<file path="config.mk">
export PLATFORM = sky130hd
export DESIGN_NAME = block_pool_allocator_flat
export DESIGN_NICKNAME = d
export VERILOG_FILES = /design/src/sv/bpa_pkg.sv /design/src/sv/bpa_if.sv /design/src/sv/block_pool_allocator.sv /design/src/flat_wrapper.sv
export SDC_FILE = /design/constraint.sdc
export NUM_CORES = 2
export LEC_CHECK = 0
export BUFFER_PORTS_ARGS = -buffer_cell sky130_fd_sc_hd__clkbuf_2
export CAP_MARGIN = 0
export CELL_PAD_IN_SITES_DETAIL_PLACEMENT = 2
export CELL_PAD_IN_SITES_GLOBAL_PLACEMENT = 2
export CORE_ASPECT_RATIO = 1.1
export CORE_MARGIN = 8
export CORE_UTILIZATION = 45
export DETAILED_ROUTE_END_ITERATION = 8
export HOLD_SLACK_MARGIN = 0.05
export PLACE_DENSITY = 0.84
export SYNTH_ARGS = -nofsm -noshare
export SYNTH_HDL_FRONTEND = slang
export SYNTH_SLANG_ARGS = --single-unit
export TNS_END_PERCENT = 20
</file>
<file path="constraint.sdc">
create_clock -name i_clk -period 12.04 [get_ports i_clk]
set_clock_uncertainty 0.2 [all_clocks]
set_input_delay 2.408 -clock i_clk [delete_from_list [all_inputs] [get_ports i_clk]]
set_output_delay 2.408 -clock i_clk [all_outputs]
set_load 0.1 [all_outputs]
</file>
<file path="src/sv/bpa_pkg.sv">
`default_nettype none
// -----------------------------------------------------------------------------
// bpa_pkg
// Shared types and codes for the block pool allocator: commands, statuses
// and the fixed field widths.
// -----------------------------------------------------------------------------
package bpa_pkg;

    localparam int REQ_W  = 21;     // request_bytes width
    localparam int CFG_W  = 21;     // pool_bytes register width
    localparam int SIZE_W = REQ_W + 1;  // rounded request can reach 2^21
    localparam int STAT_W = 3;

    typedef logic [STAT_W-1:0] t_status;
    typedef logic              t_cmd;

    localparam t_cmd CMD_ALLOC = 1'b0;
    localparam t_cmd CMD_FREE  = 1'b1;

    localparam t_status ST_OK         = 3'd0;
    localparam t_status ST_NO_SPACE   = 3'd1;
    localparam t_status ST_TABLE_FULL = 3'd2;
    localparam t_status ST_NOT_FOUND  = 3'd3;
    localparam t_status ST_ZERO_SIZE  = 3'd4;

endpackage : bpa_pkg
`default_nettype wire

</file>
<file path="src/sv/bpa_if.sv">
`default_nettype none
// -----------------------------------------------------------------------------
// bpa_if
// Valid/ready channels of the block pool allocator: request and response.
// -----------------------------------------------------------------------------
interface bpa_req_if #(
    parameter int ADDR_W = 20
);
    logic                    valid;
    logic                    ready;
    bpa_pkg::t_cmd           cmd;
    logic [bpa_pkg::REQ_W-1:0] request_bytes;
    logic [ADDR_W-1:0]       block_offset;

    modport source (output valid, output cmd, output request_bytes,
                    output block_offset, input ready);
    modport sink   (input valid, input cmd, input request_bytes,
                    input block_offset, output ready);
endinterface : bpa_req_if

interface bpa_rsp_if #(
    parameter int ADDR_W = 20
);
    logic              valid;
    logic              ready;
    bpa_pkg::t_status  status;
    logic [ADDR_W-1:0] result_offset;

    modport source (output valid, output status, output result_offset,
                    input ready);
    modport sink   (input valid, input status, input result_offset,
                    output ready);
endinterface : bpa_rsp_if
`default_nettype wire

</file>
<file path="src/sv/block_pool_allocator.sv">
`default_nettype none
// -----------------------------------------------------------------------------
// block_pool_allocator
// Allocator over a byte pool kept as a table of block entries: an allocate takes the
// lowest-addressed exact fit, else splits the lowest-addressed larger free block.
// Usage:
//   i_req carries one command word: allocate (request_bytes, rounded up to a
//   multiple of 8) or free (block_offset). o_rsp returns one word per command
//   with a status and, for a successful allocate, the block's pool offset.
//   i_cfg_we/i_cfg_wdata write the pool size; a write re-initializes the
//   table to one free block covering the pool. Write it only while idle.
// Timing:
//   Every command except a zero-size allocate walks the whole entry table,
//   one entry per cycle through the table memory's single read port; when a
//   block is split, start/length go through the one write port twice. A
//   zero-size allocate skips the table walk. i_req.ready is high only
//   while idle.
// Reset: synchronous; the pool is 1048576 bytes (capped at 2^POOL_ADDR_BITS
//   bytes) with entry 0 free. No memory clearing pass is needed.
// Stall: the response sits in an output register; a new command is taken
//   while it waits, and that command's result holds until the slot frees up.
// -----------------------------------------------------------------------------
module block_pool_allocator #(
    parameter int MAX_BLOCKS     = 64,
    parameter int POOL_ADDR_BITS = 20
) (
    input  wire logic                      i_clk,
    input  wire logic                      i_rst_n,
    input  wire logic                      i_cfg_we,
    input  wire logic [bpa_pkg::CFG_W-1:0] i_cfg_wdata,
    bpa_req_if.sink                        i_req,
    bpa_rsp_if.source                      o_rsp
);

    localparam int IW = (MAX_BLOCKS > 1) ? $clog2(MAX_BLOCKS) : 1;
    localparam int SW = POOL_ADDR_BITS;         // block start
    localparam int LW = POOL_ADDR_BITS + 1;     // block length
    localparam int CW = (LW > bpa_pkg::SIZE_W) ? LW : bpa_pkg::SIZE_W;

    localparam logic [2:0] S_IDLE  = 3'd0;
    localparam logic [2:0] S_SCAN  = 3'd1;
    localparam logic [2:0] S_DEC   = 3'd2;
    localparam logic [2:0] S_WSLOT = 3'd3;
    localparam logic [2:0] S_WBIG  = 3'd4;
    localparam logic [2:0] S_FIN   = 3'd5;

    localparam logic [MAX_BLOCKS-1:0] INIT_IN_USE = MAX_BLOCKS'(1);
    localparam logic [IW:0]           CNT_END     = (IW+1)'(MAX_BLOCKS);
    localparam logic [IW-1:0]         IDX_LAST    = IW'(MAX_BLOCKS - 1);

    function automatic logic [LW-1:0] clamp_pool(input logic [bpa_pkg::CFG_W-1:0] val);
        logic [33:0] v;
        logic [33:0] limit;
        v     = 34'(val);
        limit = 34'(1) << POOL_ADDR_BITS;
        if (v > limit) begin
            v = limit;
        end
        return LW'(v & ~34'd7);
    endfunction

    // control
    logic [2:0]            r_state, n_state;
    logic [MAX_BLOCKS-1:0] r_in_use;
    logic [MAX_BLOCKS-1:0] r_alloc;
    logic                  r_e0_fresh;  // entry 0 not yet written since init
    logic [LW-1:0]         r_pool;
    logic                  r_out_valid;
    logic [IW:0]           r_ri;        // read issue counter
    logic                  r_cv;        // compare stage valid
    logic [IW-1:0]         r_ci;        // compare stage index

    // payload
    bpa_pkg::t_cmd             r_cmd;
    logic [bpa_pkg::SIZE_W-1:0] r_size;
    logic [SW-1:0]             r_off;
    logic                      r_ex_found, r_bg_found, r_sl_found, r_fr_found;
    logic [IW-1:0]             r_ex_idx, r_bg_idx, r_sl_idx, r_fr_idx;
    logic [SW-1:0]             r_ex_start, r_bg_start;
    logic [LW-1:0]             r_bg_len;
    bpa_pkg::t_status          r_res_status, r_out_status;
    logic [SW-1:0]             r_res_off, r_out_off;

    // table memory
    logic [SW-1:0] mem_start [MAX_BLOCKS];
    logic [LW-1:0] mem_len   [MAX_BLOCKS];
    logic [SW-1:0] r_q_start;
    logic [LW-1:0] r_q_len;

    logic          req_fire, rsp_fire, out_load;
    logic          zero_req;
    logic          w_en;
    logic [IW-1:0] w_addr;
    logic [SW-1:0] w_start;
    logic [LW-1:0] w_len;
    logic [SW-1:0] c_start;
    logic [LW-1:0] c_len;
    logic [CW-1:0] c_len_x, size_x;
    logic          c_en, c_al, c_free;
    logic [bpa_pkg::SIZE_W-1:0] rounded;

    assign i_req.ready         = (r_state == S_IDLE);
    assign req_fire            = i_req.valid && (r_state == S_IDLE);
    assign rsp_fire            = r_out_valid && o_rsp.ready;
    assign out_load            = (r_state == S_FIN) && (!r_out_valid || o_rsp.ready);
    assign o_rsp.valid         = r_out_valid;
    assign o_rsp.status        = r_out_status;
    assign o_rsp.result_offset = r_out_off;

    assign zero_req = (i_req.cmd == bpa_pkg::CMD_ALLOC) && (i_req.request_bytes == '0);
    assign rounded  = (bpa_pkg::SIZE_W'(i_req.request_bytes) + bpa_pkg::SIZE_W'(7))
                      & ~bpa_pkg::SIZE_W'(7);

    // compare stage view of the entry; entry 0 reads its init value until written
    assign c_start = (r_ci == '0 && r_e0_fresh) ? '0     : r_q_start;
    assign c_len   = (r_ci == '0 && r_e0_fresh) ? r_pool : r_q_len;
    assign c_len_x = CW'(c_len);
    assign size_x  = CW'(r_size);
    assign c_en    = r_in_use[r_ci];
    assign c_al    = r_alloc[r_ci];
    assign c_free  = c_en && !c_al;

    // write port: new allocated front part, then the shrunken remainder
    always_comb begin
        w_en    = 1'b0;
        w_addr  = r_sl_idx;
        w_start = r_bg_start;
        w_len   = LW'(r_size);
        case (r_state)
            S_WSLOT: begin
                w_en = 1'b1;
            end
            S_WBIG: begin
                w_en    = 1'b1;
                w_addr  = r_bg_idx;
                w_start = SW'(CW'(r_bg_start) + size_x);
                w_len   = LW'(CW'(r_bg_len) - size_x);
            end
            default: begin
                w_en = 1'b0;
            end
        endcase
    end

    always_ff @(posedge i_clk) begin
        if (w_en) begin
            mem_start[w_addr] <= w_start;
            mem_len[w_addr]   <= w_len;
        end
        r_q_start <= mem_start[r_ri[IW-1:0]];
        r_q_len   <= mem_len[r_ri[IW-1:0]];
    end

    always_comb begin
        n_state = r_state;
        case (r_state)
            S_IDLE: begin
                if (req_fire) begin
                    n_state = zero_req ? S_FIN : S_SCAN;
                end
            end
            S_SCAN: begin
                if (r_cv && r_ci == IDX_LAST) begin
                    n_state = S_DEC;
                end
            end
            S_DEC: begin
                if (r_cmd == bpa_pkg::CMD_ALLOC && !r_ex_found && r_bg_found && r_sl_found) begin
                    n_state = S_WSLOT;
                end else begin
                    n_state = S_FIN;
                end
            end
            S_WSLOT: n_state = S_WBIG;
            S_WBIG:  n_state = S_FIN;
            S_FIN: begin
                if (out_load) begin
                    n_state = S_IDLE;
                end
            end
            default: n_state = S_IDLE;
        endcase
    end

    always_ff @(posedge i_clk) begin
        if (!i_rst_n) begin
            r_state     <= S_IDLE;
            r_in_use    <= INIT_IN_USE;
            r_alloc     <= '0;
            r_e0_fresh  <= 1'b1;
            r_pool      <= clamp_pool(bpa_pkg::CFG_W'(1048576));
            r_out_valid <= 1'b0;
            r_ri        <= '0;
            r_cv        <= 1'b0;
            r_ci        <= '0;
        end else begin
            r_state <= n_state;
            if (out_load) begin
                r_out_valid <= 1'b1;
            end else if (rsp_fire) begin
                r_out_valid <= 1'b0;
            end
            case (r_state)
                S_IDLE: begin
                    r_ri <= '0;
                    r_cv <= 1'b0;
                end
                S_SCAN: begin
                    r_cv <= (r_ri < CNT_END);
                    r_ci <= r_ri[IW-1:0];
                    if (r_ri < CNT_END) begin
                        r_ri <= r_ri + 1'b1;
                    end
                end
                S_DEC: begin
                    if (r_cmd == bpa_pkg::CMD_FREE) begin
                        if (r_fr_found) begin
                            r_alloc[r_fr_idx] <= 1'b0;
                        end
                    end else if (r_ex_found) begin
                        r_alloc[r_ex_idx] <= 1'b1;
                    end
                end
                S_WSLOT: begin
                    r_in_use[r_sl_idx] <= 1'b1;
                    r_alloc[r_sl_idx]  <= 1'b1;
                end
                default: begin
                end
            endcase
            if (w_en && w_addr == '0) begin
                r_e0_fresh <= 1'b0;
            end
            if (i_cfg_we) begin
                r_pool     <= clamp_pool(i_cfg_wdata);
                r_in_use   <= INIT_IN_USE;
                r_alloc    <= '0;
                r_e0_fresh <= 1'b1;
            end
        end
    end

    always_ff @(posedge i_clk) begin
        if (req_fire) begin
            r_cmd        <= i_req.cmd;
            r_size       <= rounded;
            r_off        <= i_req.block_offset;
            r_ex_found   <= 1'b0;
            r_bg_found   <= 1'b0;
            r_sl_found   <= 1'b0;
            r_fr_found   <= 1'b0;
            r_res_status <= bpa_pkg::ST_ZERO_SIZE;
            r_res_off    <= '0;
        end
        if (r_state == S_SCAN && r_cv) begin
            if (r_cmd == bpa_pkg::CMD_FREE) begin
                if (c_en && c_al && c_start == r_off && !r_fr_found) begin
                    r_fr_found <= 1'b1;
                    r_fr_idx   <= r_ci;
                end
            end else begin
                if (c_free && c_len_x == size_x && (!r_ex_found || c_start < r_ex_start)) begin
                    r_ex_found <= 1'b1;
                    r_ex_idx   <= r_ci;
                    r_ex_start <= c_start;
                end
                if (c_free && c_len_x > size_x && (!r_bg_found || c_start < r_bg_start)) begin
                    r_bg_found <= 1'b1;
                    r_bg_idx   <= r_ci;
                    r_bg_start <= c_start;
                    r_bg_len   <= c_len;
                end
                if (!c_en && !r_sl_found) begin
                    r_sl_found <= 1'b1;
                    r_sl_idx   <= r_ci;
                end
            end
        end
        if (r_state == S_DEC) begin
            if (r_cmd == bpa_pkg::CMD_FREE) begin
                r_res_status <= r_fr_found ? bpa_pkg::ST_OK : bpa_pkg::ST_NOT_FOUND;
                r_res_off    <= '0;
            end else if (r_ex_found) begin
                r_res_status <= bpa_pkg::ST_OK;
                r_res_off    <= r_ex_start;
            end else if (!r_bg_found) begin
                r_res_status <= bpa_pkg::ST_NO_SPACE;
                r_res_off    <= '0;
            end else if (!r_sl_found) begin
                r_res_status <= bpa_pkg::ST_TABLE_FULL;
                r_res_off    <= '0;
            end else begin
                r_res_status <= bpa_pkg::ST_OK;
                r_res_off    <= r_bg_start;
            end
        end
        if (out_load) begin
            r_out_status <= r_res_status;
            r_out_off    <= r_res_off;
        end
    end

endmodule : block_pool_allocator
`default_nettype wire

</file>
<file path="src/flat_wrapper.sv">
// flat-port wrapper written by rule: the top's interface ports become plain ports
module block_pool_allocator_flat 
#(
    parameter int MAX_BLOCKS     = 64,
    parameter int POOL_ADDR_BITS = 20
)
  (i_clk, i_rst_n, i_cfg_we, i_cfg_wdata, i_req_valid, i_req_cmd, i_req_request_bytes, i_req_block_offset, i_req_ready, o_rsp_valid, o_rsp_status, o_rsp_result_offset, o_rsp_ready);
  bpa_req_if i_req_i ();
  bpa_rsp_if o_rsp_i ();
  input  wire logic i_clk;
  input  wire logic i_rst_n;
  input  wire logic i_cfg_we;
  input  wire logic [bpa_pkg::CFG_W-1:0] i_cfg_wdata;
  input wire logic [$bits(i_req_i.valid)-1:0] i_req_valid;
  input wire logic [$bits(i_req_i.cmd)-1:0] i_req_cmd;
  input wire logic [$bits(i_req_i.request_bytes)-1:0] i_req_request_bytes;
  input wire logic [$bits(i_req_i.block_offset)-1:0] i_req_block_offset;
  output wire logic [$bits(i_req_i.ready)-1:0] i_req_ready;
  output wire logic [$bits(o_rsp_i.valid)-1:0] o_rsp_valid;
  output wire logic [$bits(o_rsp_i.status)-1:0] o_rsp_status;
  output wire logic [$bits(o_rsp_i.result_offset)-1:0] o_rsp_result_offset;
  input wire logic [$bits(o_rsp_i.ready)-1:0] o_rsp_ready;
  assign i_req_i.valid = i_req_valid;
  assign i_req_i.cmd = i_req_cmd;
  assign i_req_i.request_bytes = i_req_request_bytes;
  assign i_req_i.block_offset = i_req_block_offset;
  assign i_req_ready = i_req_i.ready;
  assign o_rsp_valid = o_rsp_i.valid;
  assign o_rsp_status = o_rsp_i.status;
  assign o_rsp_result_offset = o_rsp_i.result_offset;
  assign o_rsp_i.ready = o_rsp_ready;
  block_pool_allocator #(.MAX_BLOCKS(MAX_BLOCKS), .POOL_ADDR_BITS(POOL_ADDR_BITS)) u_core (.i_clk(i_clk), .i_rst_n(i_rst_n), .i_cfg_we(i_cfg_we), .i_cfg_wdata(i_cfg_wdata), .i_req(i_req_i), .o_rsp(o_rsp_i));
endmodule
</file>
==> impl_metrics.env, run 1 <==
export IMPL_status="aborted with a tool error"
export IMPL_stop_stage="detailed placement"
export IMPL_stop_error="[ERROR DPL-0033] detailed placement checks failed during check placement."
export IMPL_synth_area_um2=118000
export IMPL_die_x_um=504
export IMPL_synth_enable_flop_cells=2795
export IMPL_synth_top_area_share=0.712
export IMPL_dieHeight_um=553
export IMPL_synth_top_area_cell="edfxtp_1"
export IMPL_ys_flop_type="edfxtp_1"
export IMPL_synth_most_common_cell="edfxtp_1"
export IMPL_yosys_register_bits=3005
export IMPL_netlist_top_cells_count="2795 x edfxtp_1, 887 x mux4_2, 394 x nor2_1"
export IMPL_globalplace_congestion=0.847
export IMPL_rows=197
export IMPL_yosys_warnings=0
export IMPL_port_buffer_count=92
export IMPL_initial_core_util=0.451
export IMPL_seq_area_frac_synth=0.748
export IMPL_syn_inst=5664
export IMPL_hpwlAfterDp_um=304000
export IMPL_async_reset_ff_frac=0
export IMPL_num_io_pins=93
export IMPL_synth_cell_types=74
export IMPL_synth_area_top_cells="edfxtp_1 71%, mux4_2 17%, dfxtp_1 3.6%, nor2_1 1.3%, ha_1 0.96%"
export IMPL_syn_num_nets=5824
export IMPL_syn_mean_instance_area_um2=20.8
==> cells by family after synthesis <==
| kind of cell | synth area share |
|---|---|
| AO/OA/AOI/OAI | 0.0236 |
| AND/OR/NAND/NOR | 0.0300 |
| flip-flops | 0.748 |
| XOR/XNOR | 0.00349 |
| multiplexers | 0.173 |
| buffers and inverters | 0.0116 |
| adder cells (fa/ha/maj) | 0.00990 |
==> metrics by stage <==
stage | instances | hold slack, ns | instance area (um2) | setup slack, ns
after floorplan | 5664 | 0.200 | 118000 | 4.81
after global placement | 9130 | 0.201 | 124000 | 6.36
==> run 2: changes to the inputs <==
Settings changed: CELL_PAD_IN_SITES_DETAIL_PLACEMENT 2 to default, CELL_PAD_IN_SITES_GLOBAL_PLACEMENT 2 to default, CORE_ASPECT_RATIO 1.1 to default, CORE_UTILIZATION 45 to 30, HOLD_SLACK_MARGIN 0.05 to default, PLACE_DENSITY 0.84 to default, PLACE_DENSITY_LB_ADDON from default to 0.15.
==> impl_metrics.env, run 2 <==
export IMPL_die_x_um=643
export IMPL_synth_compound_area_share=0.0236
export IMPL_synth_area_um2=118000
export IMPL_insertion_delay_ns=0.90
export IMPL_cts_tree="built"
export IMPL_syn_num_nets=5824
export IMPL_synth_most_common_cell="edfxtp_1"
export IMPL_cts_post_setup_buffers_inserted=0
export IMPL_top_regs="u_core.mem_len x1344, u_core.mem_start x1280"
export IMPL_grt_overflow=0
export IMPL_drcViolationCount=0
export IMPL_synth_cell_types=74
export IMPL_hpwlAfterDp_um=206000
export IMPL_seq_area_frac_synth=0.748
export IMPL_synthMuxAreaShare=0.173
export IMPL_critPathRequiredTime_ns=9.43
export IMPL_startpoint_type="flip-flop"
export IMPL_grt_pass1_wl_um=502000
export IMPL_arrival_ns=2.74
export IMPL_dieHeight_um=643
export IMPL_finalSetupTns_ns=0
export IMPL_relSlewSlack=0.160
export IMPL_worst_ir_drop_vdd_v=0.0000985
export IMPL_status="completed"
export IMPL_finalCritPeriodShare=0.444
export IMPL_synth_top_family_by_area="multiplexers"
export IMPL_port_buffer_count=92
export IMPL_syn_inst=5664
export IMPL_areaGrowthSynthToFinish_pct=16.1
export IMPL_yosys_register_bits=3005
export IMPL_cts_made_buffers=335
export IMPL_synth_enable_flop_cells=2795
export IMPL_clockBufferDepth=4
export IMPL_tightest_slew_ns=1.26
export IMPL_final_util=0.349
export IMPL_p_total_uw=22400
export IMPL_layout_common_cells="2795 x edfxtp_1, 887 x mux4_2, 340 x clkbuf_16"
export IMPL_holdCritPathClass="reg -> reg"
export IMPL_power_static_leakage_uw=0.0411
export IMPL_synth_fa_ha_area_frac=0.00990
export IMPL_die_area_um2=413000
export IMPL_gr_usage_all_layers=0.171
export IMPL_top_register="u_core.mem_len"
export IMPL_crit_slowest_cell="nor3_1"
export IMPL_htreeDepth=5
export IMPL_final_hold_viol_count=0
export IMPL_drtIter0Drc=5860
export IMPL_globalplace_congestion=0.800
export IMPL_drt_total_wl_um=363000
export IMPL_crit_family="simple AND/OR/NAND/NOR gates"
export IMPL_rows=230
export IMPL_cp_cell_sequence="nor3_1 > clkbuf_2"
export IMPL_via_per_inst=5.17
export IMPL_post_synth_xor_area_fraction=0.00349
export IMPL_final_nets=6160
export IMPL_drive_above_1_share=0.284
export IMPL_cp_max_fo=12
export IMPL_num_io_pins=93
export IMPL_synth_top_area_share=0.712
export IMPL_maxCapViolations=0
export IMPL_path_clk_slew_ns=0.06
export IMPL_fin_crit_ns=5.35
export IMPL_core_area_um2=392000
export IMPL_antenna_found_initial=31
export IMPL_drv_slew=0
export IMPL_initial_core_util=0.301
export IMPL_synth_top_area_cell="edfxtp_1"
export IMPL_largest_reg_flops=1344
export IMPL_route_vias_total=59469
export IMPL_path_class="reg -> out"
export IMPL_max_freq_mhz=187
export IMPL_finalSetupViolations=0
export IMPL_synth_simple_gate_area_frac=0.0300
export IMPL_end_kind="primary output"
export IMPL_powerDensity_nw_per_um2=164
export IMPL_yosys_warnings=0
export IMPL_synth_area_top_cells="edfxtp_1 71%, mux4_2 17%, dfxtp_1 3.6%, nor2_1 1.3%, ha_1 0.96%"
export IMPL_grt_start_max_net_pins=122
export IMPL_netlist_top_cells_count="2795 x edfxtp_1, 887 x mux4_2, 394 x nor2_1"
export IMPL_drtAntennaViolNets=0
export IMPL_first_pass_iters=5
export IMPL_grt_pass1_vias=61521
export IMPL_postCtsHoldBufs=0
export IMPL_wire_per_inst_um=31.6
export IMPL_async_reset_ff_frac=0
export IMPL_cpPeakStageDelay_ns=0.81
export IMPL_cts_resized=0
export IMPL_root_buffer="clkbuf_16"
export IMPL_cts_sinks=3005
export IMPL_syn_mean_instance_area_um2=20.8
export IMPL_crit_buf_inv=1
export IMPL_ys_flop_type="edfxtp_1"
export IMPL_rsz0062_at_grt="no"
export IMPL_layout_commonest_cell="edfxtp_1"
==> run 2: cells by family after synthesis <==
kind of cell	count (synthesis)
muxes	918
buffers and inverters	353
DFF	3005
and+or+nand+nor	788
xor gates and xnor gates	47
adders and majority gates	92
AOI/OAI and AO/OA	461
==> run 2: worst paths after layout <==
kind                             from                       endpoint  slack, ns  cells past startpoint
setup / recovery    u_core.r_state[2]                    i_req_ready       6.69                      2
hold / removal    u_core.r_res_off[9]  u_core.o_rsp.result_offset[9]       0.22                      0
setup reg to reg       u_core.r_ci[4]             u_core.r_bg_len[7]       6.84                     11
hold reg to reg   u_core.r_res_off[9]  u_core.o_rsp.result_offset[9]       0.22                      0
==> run 2: routing by layer <==
layer	up-vias	GRT usage	share of wire
li1	24228	-	-
met5	-	0	0.000061
met2	1823	0.278	0.47
met3	427	0.0280	0.057
met4	4	0.0345	0.021
met1	32987	0.242	0.45
==> run 2: report_power, final <==
group          leakage [uW]  switching, uW  internal, uW
Combinational       0.00934            553           396
Sequential           0.0266           63.6         11400
Clock               0.00515           4230          5730
Total                0.0411           4850         17500
==> run 2: layout make-up <==
class	count	area, um2
fillers	36312	255000
flip-flops and latches	3005	88200
multi-input cells	2306	29300
clock buffers	434	9000
well taps	5220	6530
repair buffers	274	1960
clock inverters	177	1590
inverters	78	293
diodes	5	12.5
==> run 2: per-stage QoR <==
step                hold slack [ns]  cells  setup slack (ns)  instance area (um2)
finish                        0.216  11499              6.69               137000
detailed placement            0.205  10883              6.91               126000
CTS                           0.215  11494              6.60               137000
floorplan                     0.200   5664              4.81               118000
global placement              0.208  10882              6.23               126000
global route                  0.223  11495              6.54               137000
==> run 2: worst reg2reg max path, stage by stage, from the launching register on <==
cell and delay [ns]:
dfxtp_1 0.54, nor4_2 0.78, nand2_2 0.75, and2_1 0.47, ha_1 0.32, a21o_1 0.18, a21oi_1 0.16, o21ai_0 0.13
a31oi_1 0.22, o2111ai_1 0.19, nor3_2 0.17, buf_4 0.63
Note: power is estimated with default switching activity, not from simulation.
